File: src/rtl/ddo_pkg.sv
// Shared types, constants and tables of the odometry integrator.
// No dependencies.
package ddo_pkg;

  localparam int CORDIC_STEPS = 16;
  localparam int STEP_W       = $clog2(CORDIC_STEPS);
  localparam logic [STEP_W-1:0] STEP_LAST = STEP_W'(CORDIC_STEPS - 1);

  localparam logic [34:0] DIST_K      = 35'd1125899907;
  localparam logic [34:0] HEAD_K      = 35'd11468322278;
  localparam logic [33:0] CORDIC_GAIN = 34'd652032874;

  // configuration register indexes
  localparam logic [2:0] REG_SPEED_OFFSET  = 3'd0;
  localparam logic [2:0] REG_VELOCITY_GAIN = 3'd1;
  localparam logic [2:0] REG_WHEEL_DB      = 3'd2;
  localparam logic [2:0] REG_INV_TRACK     = 3'd3;
  localparam logic [2:0] REG_TURN_DB       = 3'd4;

  typedef struct packed {
    logic signed [15:0] right_speed;
    logic signed [15:0] left_speed;
    logic        [31:0] stamp_us;
  } in_word_t;

  typedef struct packed {
    logic signed [47:0] pos_x;
    logic signed [47:0] pos_y;
    logic        [31:0] heading;
    logic signed [15:0] quat_z;
    logic signed [15:0] quat_w;
    logic signed [31:0] forward_rate;
    logic signed [31:0] turn_rate;
  } out_word_t;

  typedef enum logic [4:0] {
    OP_NONE, OP_LOAD, OP_MUL_LO, OP_MUL_HI, OP_WHEEL_R, OP_WHEEL_L, OP_SUMS,
    OP_TURN, OP_PROD, OP_DIST, OP_CORDIC_INIT, OP_CORDIC_STEP, OP_CORDIC_FIN,
    OP_POS_X, OP_POS_Y, OP_HEAD, OP_EMIT
  } dp_op_t;

  typedef enum logic [3:0] {
    MS_NONE, MS_WR, MS_WL, MS_TURN, MS_FD, MS_DK, MS_X, MS_Y, MS_HD, MS_HK
  } mul_sel_t;

  typedef enum logic [5:0] {
    ST_IDLE, ST_RM0, ST_RM1, ST_RF, ST_LM0, ST_LM1, ST_LF, ST_SUMS,
    ST_TM0, ST_TM1, ST_TF, ST_FD0, ST_FD1, ST_FDF, ST_DK0, ST_DK1, ST_DKF,
    ST_CI, ST_CS, ST_CF, ST_XM0, ST_XM1, ST_XF, ST_YM0, ST_YM1, ST_YF,
    ST_HD0, ST_HD1, ST_HDF, ST_HK0, ST_HK1, ST_HKF, ST_QI, ST_QS, ST_QF,
    ST_DONE
  } state_t;

  typedef struct packed {
    dp_op_t             op;
    mul_sel_t           msel;
    logic               chalf;
    logic [STEP_W-1:0]  step;
  } dp_cmd_t;

  typedef struct packed {
    logic out_free;
  } dp_status_t;

  // arctangent of 2^-i as binary angle
  function automatic logic [29:0] atan_bam(input logic [4:0] idx);
    logic [29:0] r;
    case (idx)
      5'd0:  r = 30'd536870912;
      5'd1:  r = 30'd316933406;
      5'd2:  r = 30'd167458907;
      5'd3:  r = 30'd85004756;
      5'd4:  r = 30'd42667331;
      5'd5:  r = 30'd21354465;
      5'd6:  r = 30'd10679838;
      5'd7:  r = 30'd5340245;
      5'd8:  r = 30'd2670163;
      5'd9:  r = 30'd1335087;
      5'd10: r = 30'd667544;
      5'd11: r = 30'd333772;
      5'd12: r = 30'd166886;
      5'd13: r = 30'd83443;
      5'd14: r = 30'd41722;
      5'd15: r = 30'd20861;
      5'd16: r = 30'd10430;
      5'd17: r = 30'd5215;
      5'd18: r = 30'd2608;
      5'd19: r = 30'd1304;
      5'd20: r = 30'd652;
      5'd21: r = 30'd326;
      5'd22: r = 30'd163;
      5'd23: r = 30'd81;
      5'd24: r = 30'd41;
      5'd25: r = 30'd20;
      5'd26: r = 30'd10;
      5'd27: r = 30'd5;
      5'd28: r = 30'd3;
      5'd29: r = 30'd1;
      5'd30: r = 30'd1;
      default: r = 30'd0;
    endcase
    return r;
  endfunction

endpackage

File: src/rtl/ddo_ctrl.sv
// Sequencer of the odometry integrator: walks one report through the datapath.
// Depends on ddo_pkg.
module ddo_ctrl (
  input  logic                clk,
  input  logic                rst_n,
  input  logic                in_valid,
  output logic                in_stall,
  input  ddo_pkg::dp_status_t status,
  output ddo_pkg::dp_cmd_t    cmd
);

  ddo_pkg::state_t state_r, state_nxt;
  logic [ddo_pkg::STEP_W-1:0] step_r, step_nxt;

  always_ff @(posedge clk) begin
    if (!rst_n) begin
      state_r <= ddo_pkg::ST_IDLE;
      step_r  <= '0;
    end else begin
      state_r <= state_nxt;
      step_r  <= step_nxt;
    end
  end

  assign in_stall = (state_r != ddo_pkg::ST_IDLE);

  // next state
  always_comb begin
    state_nxt = state_r;
    step_nxt  = step_r;
    unique case (state_r)
      ddo_pkg::ST_IDLE: if (in_valid) state_nxt = ddo_pkg::ST_RM0;
      ddo_pkg::ST_RM0:  state_nxt = ddo_pkg::ST_RM1;
      ddo_pkg::ST_RM1:  state_nxt = ddo_pkg::ST_RF;
      ddo_pkg::ST_RF:   state_nxt = ddo_pkg::ST_LM0;
      ddo_pkg::ST_LM0:  state_nxt = ddo_pkg::ST_LM1;
      ddo_pkg::ST_LM1:  state_nxt = ddo_pkg::ST_LF;
      ddo_pkg::ST_LF:   state_nxt = ddo_pkg::ST_SUMS;
      ddo_pkg::ST_SUMS: state_nxt = ddo_pkg::ST_TM0;
      ddo_pkg::ST_TM0:  state_nxt = ddo_pkg::ST_TM1;
      ddo_pkg::ST_TM1:  state_nxt = ddo_pkg::ST_TF;
      ddo_pkg::ST_TF:   state_nxt = ddo_pkg::ST_FD0;
      ddo_pkg::ST_FD0:  state_nxt = ddo_pkg::ST_FD1;
      ddo_pkg::ST_FD1:  state_nxt = ddo_pkg::ST_FDF;
      ddo_pkg::ST_FDF:  state_nxt = ddo_pkg::ST_DK0;
      ddo_pkg::ST_DK0:  state_nxt = ddo_pkg::ST_DK1;
      ddo_pkg::ST_DK1:  state_nxt = ddo_pkg::ST_DKF;
      ddo_pkg::ST_DKF:  state_nxt = ddo_pkg::ST_CI;
      ddo_pkg::ST_CI: begin
        state_nxt = ddo_pkg::ST_CS;
        step_nxt  = '0;
      end
      ddo_pkg::ST_CS: begin
        if (step_r == ddo_pkg::STEP_LAST) begin
          state_nxt = ddo_pkg::ST_CF;
          step_nxt  = '0;
        end else begin
          step_nxt = step_r + 1'b1;
        end
      end
      ddo_pkg::ST_CF:   state_nxt = ddo_pkg::ST_XM0;
      ddo_pkg::ST_XM0:  state_nxt = ddo_pkg::ST_XM1;
      ddo_pkg::ST_XM1:  state_nxt = ddo_pkg::ST_XF;
      ddo_pkg::ST_XF:   state_nxt = ddo_pkg::ST_YM0;
      ddo_pkg::ST_YM0:  state_nxt = ddo_pkg::ST_YM1;
      ddo_pkg::ST_YM1:  state_nxt = ddo_pkg::ST_YF;
      ddo_pkg::ST_YF:   state_nxt = ddo_pkg::ST_HD0;
      ddo_pkg::ST_HD0:  state_nxt = ddo_pkg::ST_HD1;
      ddo_pkg::ST_HD1:  state_nxt = ddo_pkg::ST_HDF;
      ddo_pkg::ST_HDF:  state_nxt = ddo_pkg::ST_HK0;
      ddo_pkg::ST_HK0:  state_nxt = ddo_pkg::ST_HK1;
      ddo_pkg::ST_HK1:  state_nxt = ddo_pkg::ST_HKF;
      ddo_pkg::ST_HKF:  state_nxt = ddo_pkg::ST_QI;
      ddo_pkg::ST_QI: begin
        state_nxt = ddo_pkg::ST_QS;
        step_nxt  = '0;
      end
      ddo_pkg::ST_QS: begin
        if (step_r == ddo_pkg::STEP_LAST) begin
          state_nxt = ddo_pkg::ST_QF;
          step_nxt  = '0;
        end else begin
          step_nxt = step_r + 1'b1;
        end
      end
      ddo_pkg::ST_QF:   state_nxt = ddo_pkg::ST_DONE;
      ddo_pkg::ST_DONE: if (status.out_free) state_nxt = ddo_pkg::ST_IDLE;
      default:          state_nxt = ddo_pkg::ST_IDLE;
    endcase
  end

  // datapath commands
  always_comb begin
    cmd       = '0;
    cmd.op    = ddo_pkg::OP_NONE;
    cmd.msel  = ddo_pkg::MS_NONE;
    cmd.step  = step_r;
    unique case (state_r)
      ddo_pkg::ST_IDLE: if (in_valid) cmd.op = ddo_pkg::OP_LOAD;
      ddo_pkg::ST_RM0: begin cmd.op = ddo_pkg::OP_MUL_LO; cmd.msel = ddo_pkg::MS_WR; end
      ddo_pkg::ST_RM1: begin cmd.op = ddo_pkg::OP_MUL_HI; cmd.msel = ddo_pkg::MS_WR; end
      ddo_pkg::ST_RF:  cmd.op = ddo_pkg::OP_WHEEL_R;
      ddo_pkg::ST_LM0: begin cmd.op = ddo_pkg::OP_MUL_LO; cmd.msel = ddo_pkg::MS_WL; end
      ddo_pkg::ST_LM1: begin cmd.op = ddo_pkg::OP_MUL_HI; cmd.msel = ddo_pkg::MS_WL; end
      ddo_pkg::ST_LF:  cmd.op = ddo_pkg::OP_WHEEL_L;
      ddo_pkg::ST_SUMS: cmd.op = ddo_pkg::OP_SUMS;
      ddo_pkg::ST_TM0: begin cmd.op = ddo_pkg::OP_MUL_LO; cmd.msel = ddo_pkg::MS_TURN; end
      ddo_pkg::ST_TM1: begin cmd.op = ddo_pkg::OP_MUL_HI; cmd.msel = ddo_pkg::MS_TURN; end
      ddo_pkg::ST_TF:  cmd.op = ddo_pkg::OP_TURN;
      ddo_pkg::ST_FD0: begin cmd.op = ddo_pkg::OP_MUL_LO; cmd.msel = ddo_pkg::MS_FD; end
      ddo_pkg::ST_FD1: begin cmd.op = ddo_pkg::OP_MUL_HI; cmd.msel = ddo_pkg::MS_FD; end
      ddo_pkg::ST_FDF: cmd.op = ddo_pkg::OP_PROD;
      ddo_pkg::ST_DK0: begin cmd.op = ddo_pkg::OP_MUL_LO; cmd.msel = ddo_pkg::MS_DK; end
      ddo_pkg::ST_DK1: begin cmd.op = ddo_pkg::OP_MUL_HI; cmd.msel = ddo_pkg::MS_DK; end
      ddo_pkg::ST_DKF: cmd.op = ddo_pkg::OP_DIST;
      ddo_pkg::ST_CI:  cmd.op = ddo_pkg::OP_CORDIC_INIT;
      ddo_pkg::ST_CS:  cmd.op = ddo_pkg::OP_CORDIC_STEP;
      ddo_pkg::ST_CF:  cmd.op = ddo_pkg::OP_CORDIC_FIN;
      ddo_pkg::ST_XM0: begin cmd.op = ddo_pkg::OP_MUL_LO; cmd.msel = ddo_pkg::MS_X; end
      ddo_pkg::ST_XM1: begin cmd.op = ddo_pkg::OP_MUL_HI; cmd.msel = ddo_pkg::MS_X; end
      ddo_pkg::ST_XF:  cmd.op = ddo_pkg::OP_POS_X;
      ddo_pkg::ST_YM0: begin cmd.op = ddo_pkg::OP_MUL_LO; cmd.msel = ddo_pkg::MS_Y; end
      ddo_pkg::ST_YM1: begin cmd.op = ddo_pkg::OP_MUL_HI; cmd.msel = ddo_pkg::MS_Y; end
      ddo_pkg::ST_YF:  cmd.op = ddo_pkg::OP_POS_Y;
      ddo_pkg::ST_HD0: begin cmd.op = ddo_pkg::OP_MUL_LO; cmd.msel = ddo_pkg::MS_HD; end
      ddo_pkg::ST_HD1: begin cmd.op = ddo_pkg::OP_MUL_HI; cmd.msel = ddo_pkg::MS_HD; end
      ddo_pkg::ST_HDF: cmd.op = ddo_pkg::OP_PROD;
      ddo_pkg::ST_HK0: begin cmd.op = ddo_pkg::OP_MUL_LO; cmd.msel = ddo_pkg::MS_HK; end
      ddo_pkg::ST_HK1: begin cmd.op = ddo_pkg::OP_MUL_HI; cmd.msel = ddo_pkg::MS_HK; end
      ddo_pkg::ST_HKF: cmd.op = ddo_pkg::OP_HEAD;
      ddo_pkg::ST_QI:  begin cmd.op = ddo_pkg::OP_CORDIC_INIT; cmd.chalf = 1'b1; end
      ddo_pkg::ST_QS:  cmd.op = ddo_pkg::OP_CORDIC_STEP;
      ddo_pkg::ST_QF:  cmd.op = ddo_pkg::OP_CORDIC_FIN;
      ddo_pkg::ST_DONE: if (status.out_free) cmd.op = ddo_pkg::OP_EMIT;
      default: cmd.op = ddo_pkg::OP_NONE;
    endcase
  end

endmodule

File: config.mk
export PLATFORM = sky130hd
export DESIGN_NAME = ddo_ctrl
export DESIGN_NICKNAME = d
export VERILOG_FILES = /design/src/rtl/ddo_pkg.sv /design/src/rtl/ddo_ctrl.sv
export SDC_FILE = /design/constraint.sdc
export NUM_CORES = 1
export LEC_CHECK = 0
export BUFFER_PORTS_ARGS = -buffer_cell sky130_fd_sc_hd__buf_4
export CORE_MARGIN = 1
export CORE_UTILIZATION = 45
export CTS_CLUSTER_SIZE = 10
export DETAILED_ROUTE_END_ITERATION = 7
export HOLD_SLACK_MARGIN = 0.05
export MAX_ROUTING_LAYER = met4
export PLACE_DENSITY_LB_ADDON = 0.05
export SYNTH_ARGS = -nofsm -noshare
export SYNTH_HDL_FRONTEND = slang
export SYNTH_SLANG_ARGS = --single-unit
File: constraint.sdc
create_clock -name clk -period 2.3 [get_ports clk]
set_input_delay 0.115 -clock clk [delete_from_list [all_inputs] [get_ports clk]]
set_output_delay 0.115 -clock clk [all_outputs]
set_load 0.01 [all_outputs]
==> results of run 1 <==
## per-layer routing
metal	vias to the layer above	share of wire [%]	track usage, %
met1	582	48	32.6
met4	0	0.90	3.60
met2	41	45	37.0
met3	4	6.1	6.73
met5	-	0	-
li1	618	-	-
## state kept, by name, indices dropped and copies added, names as in the netlist
name,count
step_r,4
state_r,6
## per-stage QoR
step	util (%)	instances	worst slack, ps	hold WS (ps)
finish	57.2	199	218	159
global placement	55.6	195	460	437
CTS	57.2	199	203	148
floorplan	-	157	636	273
global route	57.2	199	60.0	154
detailed placement	55.6	195	429	445
## synth_stat cells (4+ instances only)
cell / instances / area share, %
clkbuf_1: 4 / 1.3
nor2b_1: 6 / 3.4
inv_1: 6 / 2.0
o22ai_1: 4 / 2.2
nand3_1: 14 / 6.3
nor3_1: 7 / 3.1
xnor2_1: 4 / 3.1
dfxtp_1: 10 / 18
nand2_1: 14 / 4.7
o21ai_0: 6 / 2.7
buf_2: 7 / 3.1
nor2_1: 11 / 3.7
a21oi_1: 8 / 3.6
## cell families after synthesis
| kind of cell | Yosys count | share of synthesized area, % |
|---|---|---|
| flip-flops | 10 | 17.9 |
| multiplexers | 2 | 1.90 |
| AO/OA/AOI/OAI | 45 | 29.2 |
| buffers and inverters | 22 | 9.51 |
| AND/OR/NAND/NOR | 71 | 35.7 |
| XOR/XNOR | 6 | 4.70 |
| adder cells (fa/ha/maj) | 1 | 1.12 |
## worst max path at each step
stage / depth (start not counted) / slack, ps / start / endpoint
after global routing: 6 / 60 / state_r[0]$_SDFFE_PN0P_ / cmd[11]
after global placement: 4 / 460 / state_r[3]$_SDFFE_PN0P_ / state_r[5]$_SDFFE_PN0P_
final: 6 / 220 / state_r[0]$_SDFFE_PN0P_ / cmd[11]
after floorplan: 5 / 640 / state_r[2]$_SDFFE_PN0P_ / state_r[5]$_SDFFE_PN0P_
after detailed placement: 4 / 430 / state_r[3]$_SDFFE_PN0P_ / state_r[1]$_SDFFE_PN0P_
after CTS: 6 / 200 / state_r[0]$_SDFFE_PN0P_ / cmd[11]
## layout make-up
type / count / area [µm²]
well taps: 28 / 35.0
repair buffers: 26 / 195
clock buffers: 4 / 36.3
inverters: 6 / 22.5
fillers: 218 / 975
flip-flops and latches: 10 / 200
multi-input cells: 125 / 812
## worst min-delay path: stages
cell	delay (ps)
buf_4	130
nand2_1	60
o22ai_1	60
## report_power, final
| group | switching (mW) | internal, mW |
|---|---|---|
| Combinational | 0.237 | 0.205 |
| Sequential | 0.0280 | 0.187 |
| Clock | 0.0663 | 0.0963 |
| Total | 0.331 | 0.488 |
==> results.md, run 1 <==
* Antenna Nets Post-Route at 0
* Peak VDD IR at 0.450 mV
* Post-cts gate resize count at 0
* Clock Latency Late Sink at 270 ps
* # hold bufs at CTS at 0
* H-tree Lvls at 1
* Setup slack, reg-to-reg at 410 ps
* Post-CTS Setup Bufs at 0
* CP peak stage delay at 450 ps
* Rel. slew slack at 53.0%
* Area Growth Syn to Fin at 16.3%
* CTS tree: done
* Residual DRC count at 0
* Row count at 17
* Syn Std Cell Area at 0.00112 mm²
* Worst setup EP type: output pin
* DP HPWL at 2110 µm
* Ys flop type: dfxtp_1
* Port Buffers at 18
* Crit path buffers/inverters at 2
* Setup CP Type: reg -> out
* Post-synth EDFFs at 0
* Slowest CP cell: dfxtp_1
* Fmax at 0.480 GHz
* Hold Path Sink: state_r[1]$_SDFFE_PN0P_
* Setup_tns at 0 ps
* Post-synthesis sequential area ratio at 17.9%
* Final setup viols at 0
* I/O pin cnt at 19
* Max_cap viols at 0
* First-pass GRT wire length at 4840 µm
* Crit path DAT at 1970 ps
* Power Dens Cells at 629 mW/mm²
* Grt ovf at 0
* Most common cell after layout, fill and taps aside: buf_4
* Nets at 177
* WHS Path Cells at 3
* RSZ-0062 raised after global routing: false
* Unique masters post-synth at 50
* Clk sinks at 10
* Die width at 51.9 µm
* Top Family by Delay on Critical Path: simple AND/OR/NAND/NOR gates
* Final Hold Fails at 0
* Placer Congestion at 0.848
* Part of the cycle the worst path needs at 90.5%
* Clk root buf: clkbuf_4
* Antenna cells at 0
* Clock Tree Buf Depth at 2
* Syn_area_per_cell at 7.12 µm²
* Crit path time final at 2080 ps
* Average routed wire per standard cell at 14.5 µm
* Vias/cell at 6.26
* Effective utilization at floorplan at 49.1%
* Initial antenna violation count at 0
* Req. time, crit path at 2180 ps
* Layout cells sized above 1 at 23.4%
* Critical path, cell by cell: buf_4 -> nor2b_1 -> nor3b_1 -> a31oi_1 -> o22ai_1 -> buf_4
* Via count at 1245
* Die height at 51.9 µm
* Yosys reg bits at 10
* Die area at 0.00269 mm²
* Synth Net Count at 162
* Core Footprint at 0.00228 mm²
* Worst r2r path cells at 4
* Async set-or-reset flop fraction in the synthesized netlist at 0%
* Pin count of the biggest net entering global routing at 27
* DRT Pass-1 Iters at 4
* DRT iter0 DRCs at 30
* Highest net fanout along the worst path at 11
* Crit path launch type: flop
* Clock slew at reported path FFs at 60 ps
* FF-to-FF Start: state_r[3]$_SDFFE_PN0P_
* Most used cell, CP: buf_4
* RR Endpoint: state_r[5]$_SDFFE_PN0P_
* Status: complete, no violations
* Design Power at 0.819 mW
* Worst-Margin Slew at 704 ps
* Final WL at 2890 µm
* Post-route cell area at 0.00130 mm²
* Hold Startpoint: rst_n
* Vias in the first global route at 1072
* Leakage at 0.483 nW
* Tightest Hold Check Type: in -> reg
* Placed standard-cell area at 0.00126 mm²
* All-Layer GR Usage at 24.3%
* Yosys Warn Count at 0
* Most frequent cells in the layout: 26 x buf_4, 14 x nand2_1, 14 x nand3_1, 11 x nor2_1, 10 x dfxtp_1
* Num CTS Buffers at 3
* Slew Limit Fails at 0
* Synth Instances at 157
* Clock Skews at 6.12 ps
(Power assumes the default switching activity.)
==> run 2, diff against run 1 <==
Settings changed: PLACE_DENSITY_LB_ADDON 0.05 to 0.1.
==> run 2 against run 1 <==
  * Fmax grew 0.70%
  * Clock power about the same
  * Count of clock-buffer cells in the layout stayed put
  * Wire length increased by 0.86%
  * Final cell count is the same
  * Final area unchanged
  * First-iteration DRC count up 37%
  * Sequential power is essentially flat
  * Critical path depth stayed put
  * Critical endpoint is now cmd[12]
  * Flip-flop and latch count unchanged
  * Total power down 0.54%
  * Via count shrank 0.40%
  * Largest power group unchanged
==> results.md, run 2 (same netlist as run 1, synthesis figures left out) <==
* Status: complete, no violations
* Post-cts gate resize count at 0 (unchanged)
* Initial antenna violation count at 0 (unchanged)
* Highest net fanout along the worst path at 17 (+6)
* First-pass GRT wire length at 4710 µm (-2.7%)
* Die area at 0.00269 mm² (unchanged)
* Logic pwr share at 53.8% (about the same)
* Switching Share at 41.2% (+0.78 points)
* I/O pin cnt at 19 (unchanged)
* Clk pwr share at 19.9% (about the same)
* Max_cap viols at 0 (unchanged)
* Slew Limit Fails at 0 (unchanged)
* Max reg flops at 6 (unchanged)
* Largest Register: state_r
* Die height at 51.9 µm (unchanged)
* Antenna Nets Post-Route at 0 (unchanged)
* Crit path time final at 2070 ps (-14.4 ps)
* Placed insts at 195 (unchanged)
* Worst-Margin Slew at 477 ps (-227 ps)
* Clock Skews at 0.301 ps (-5.82 ps)
* DRT iter0 DRCs at 41 (+37%)
* Top Family by Delay on Critical Path: flip-flops
* Critical path, cell by cell: buf_4 -> a21oi_1 -> mux2_2 -> a32oi_1 -> o22ai_1 -> buf_4
* Grt ovf at 0 (unchanged)
* H-tree Lvls at 1 (unchanged)
* Nets at 177 (unchanged)
* Part of the cycle the worst path needs at 89.9% (-0.63 points)
* # hold bufs at CTS at 0 (unchanged)
* Fmax at 0.484 GHz (+0.70%)
* Crit path launch type: flop
* Most common cell after layout, fill and taps aside: buf_4
* Peak VDD IR at 0.472 mV (+5.0%)
* Pin count of the biggest net entering global routing at 28 (+3.7%)
* Largest regs: state_r x6, step_r x4
* Vias/cell at 6.23 (-0.40%)
* P_sw at 0.336 mW (+1.4%)
* Layout cells sized above 1 at 23.4% (unchanged)
* Rel. slew slack at 68.1% (+15 points)
* Placer Congestion at 0.863 (+1.9%)
* Final Hold Fails at 0 (unchanged)
* Clock slew at reported path FFs at 70 ps (about the same)
* Clk sinks at 10 (unchanged)
* DRT Pass-1 Iters at 4 (unchanged)
* CTS tree: done
* Setup_tns at 0 ps (unchanged)
* RSZ-0062 raised after global routing: false
* Final WL at 2920 µm (+0.86%)
* Most used cell, CP: buf_4
* Setup CP Type: reg -> out
* Row count at 17 (unchanged)
* Num CTS Buffers at 3 (unchanged)
* Crit path DAT at 1950 ps (-20 ps)
* RR Endpoint: state_r[1]$_SDFFE_PN0P_
* Worst r2r path cells at 4 (unchanged)
* Most frequent cells in the layout: 26 x buf_4, 14 x nand2_1, 14 x nand3_1, 11 x nor2_1, 10 x dfxtp_1
* Average routed wire per standard cell at 14.7 µm (+0.86%)
* Effective utilization at floorplan at 49.1% (unchanged)
* Critical Path Source: state_r[0]$_SDFFE_PN0P_
* Crit path buffers/inverters at 2 (unchanged)
* Port Buffers at 18 (unchanged)
* Residual DRC count at 0 (unchanged)
* Clock Latency Late Sink at 270 ps (about the same)
* Leakage at 0.483 nW (+0.10%)
* DP HPWL at 2100 µm (-0.45%)
* Core Footprint at 0.00228 mm² (unchanged)
* Clk root buf: clkbuf_4
* Setup crit end: cmd[12]
* Pint at 0.479 mW (-1.8%)
* Non-filler cells, final at 199 (unchanged)
* Final setup viols at 0 (unchanged)
* Die width at 51.9 µm (unchanged)
* Post-CTS Setup Bufs at 0 (unchanged)
* Via count at 1240 (-0.40%)
* Critical path depth in cells at 6 (unchanged)
* Slowest CP cell: dfxtp_1
* Vias in the first global route at 1005 (-6.3%)
* FF-to-FF Start: state_r[3]$_SDFFE_PN0P_
* Worst setup EP type: output pin
* All-Layer GR Usage at 23.9% (-0.42 points)
* Req. time, crit path at 2180 ps (about the same)
* Setup slack, reg-to-reg at 510 ps (+100 ps)
* Antenna cells at 0 (unchanged)
* Area Growth Syn to Fin at 16.3% (unchanged)
* Reg power frac at 26.4% (+0.2 points)
* Power Dens Cells at 626 mW/mm² (-0.54%)
* Clock Tree Buf Depth at 2 (unchanged)
* CP peak stage delay at 610 ps (+160 ps)
* Tightest Hold Check Type: in -> reg
run 2: cell counts in the layout (fill, tap and decap cells not counted):
No cell type changed its count.
run 2: how the worst min path moves through the flow:
stage	from	to	slack, ps	depth (start not counted)
after floorplan	rst_n	state_r[1]$_SDFFE_PN0P_	270	2
after global placement	rst_n	state_r[1]$_SDFFE_PN0P_	450	3
after detailed placement	rst_n	state_r[1]$_SDFFE_PN0P_	460	3
after CTS	rst_n	state_r[1]$_SDFFE_PN0P_	150	3
after global routing	rst_n	state_r[1]$_SDFFE_PN0P_	160	3
final	rst_n	state_r[1]$_SDFFE_PN0P_	170	3
run 2: worst min-delay path, cell delays in order:
cell,delay (ps)
buf_4,140
nand2_1,60
o22ai_1,70
run 2: per-layer routing:
metal	wire length [µm]	track usage, %
met2	1250	33.5
met5	0	-
met1	1490	34.6
met3	172	6.14
met4	0	3.60
run 2: final cells by class:
cell class	instances	area [µm²]
Tap cell	28	35.0
Fill cell	213	975
Clock buffer	4	36.3
Inverter	6	22.5
Timing Repair Buffer	26	195
Sequential cell	10	200
Multi-Input combinational cell	125	812
run 2: metrics by stage:
| step | utilization, % | total power [mW] | cell area (µm²) | setup slack, ps | hold slack, ps |
|---|---|---|---|---|---|
| after floorplan | - | 0.521 | 1120 | 636 | 273 |
| after global placement | 55.6 | 0.644 | 1260 | 548 | 448 |
| after detailed placement | 55.6 | 0.650 | 1260 | 529 | 455 |
| after CTS | 57.2 | 0.817 | 1300 | 235 | 154 |
| after global routing | 57.2 | 0.873 | 1300 | 61.1 | 157 |
| final | 57.2 | 0.815 | 1300 | 233 | 165 |
run 2: power by group through the flow:
stage	Clock [mW]	Combinational, mW	Sequential (mW)
final	0.162	0.438	0.215
after global routing	0.179	0.476	0.219
after CTS	0.168	0.435	0.213
after detailed placement	0	0.433	0.217
after global placement	0	0.427	0.217
after floorplan	0	0.323	0.199
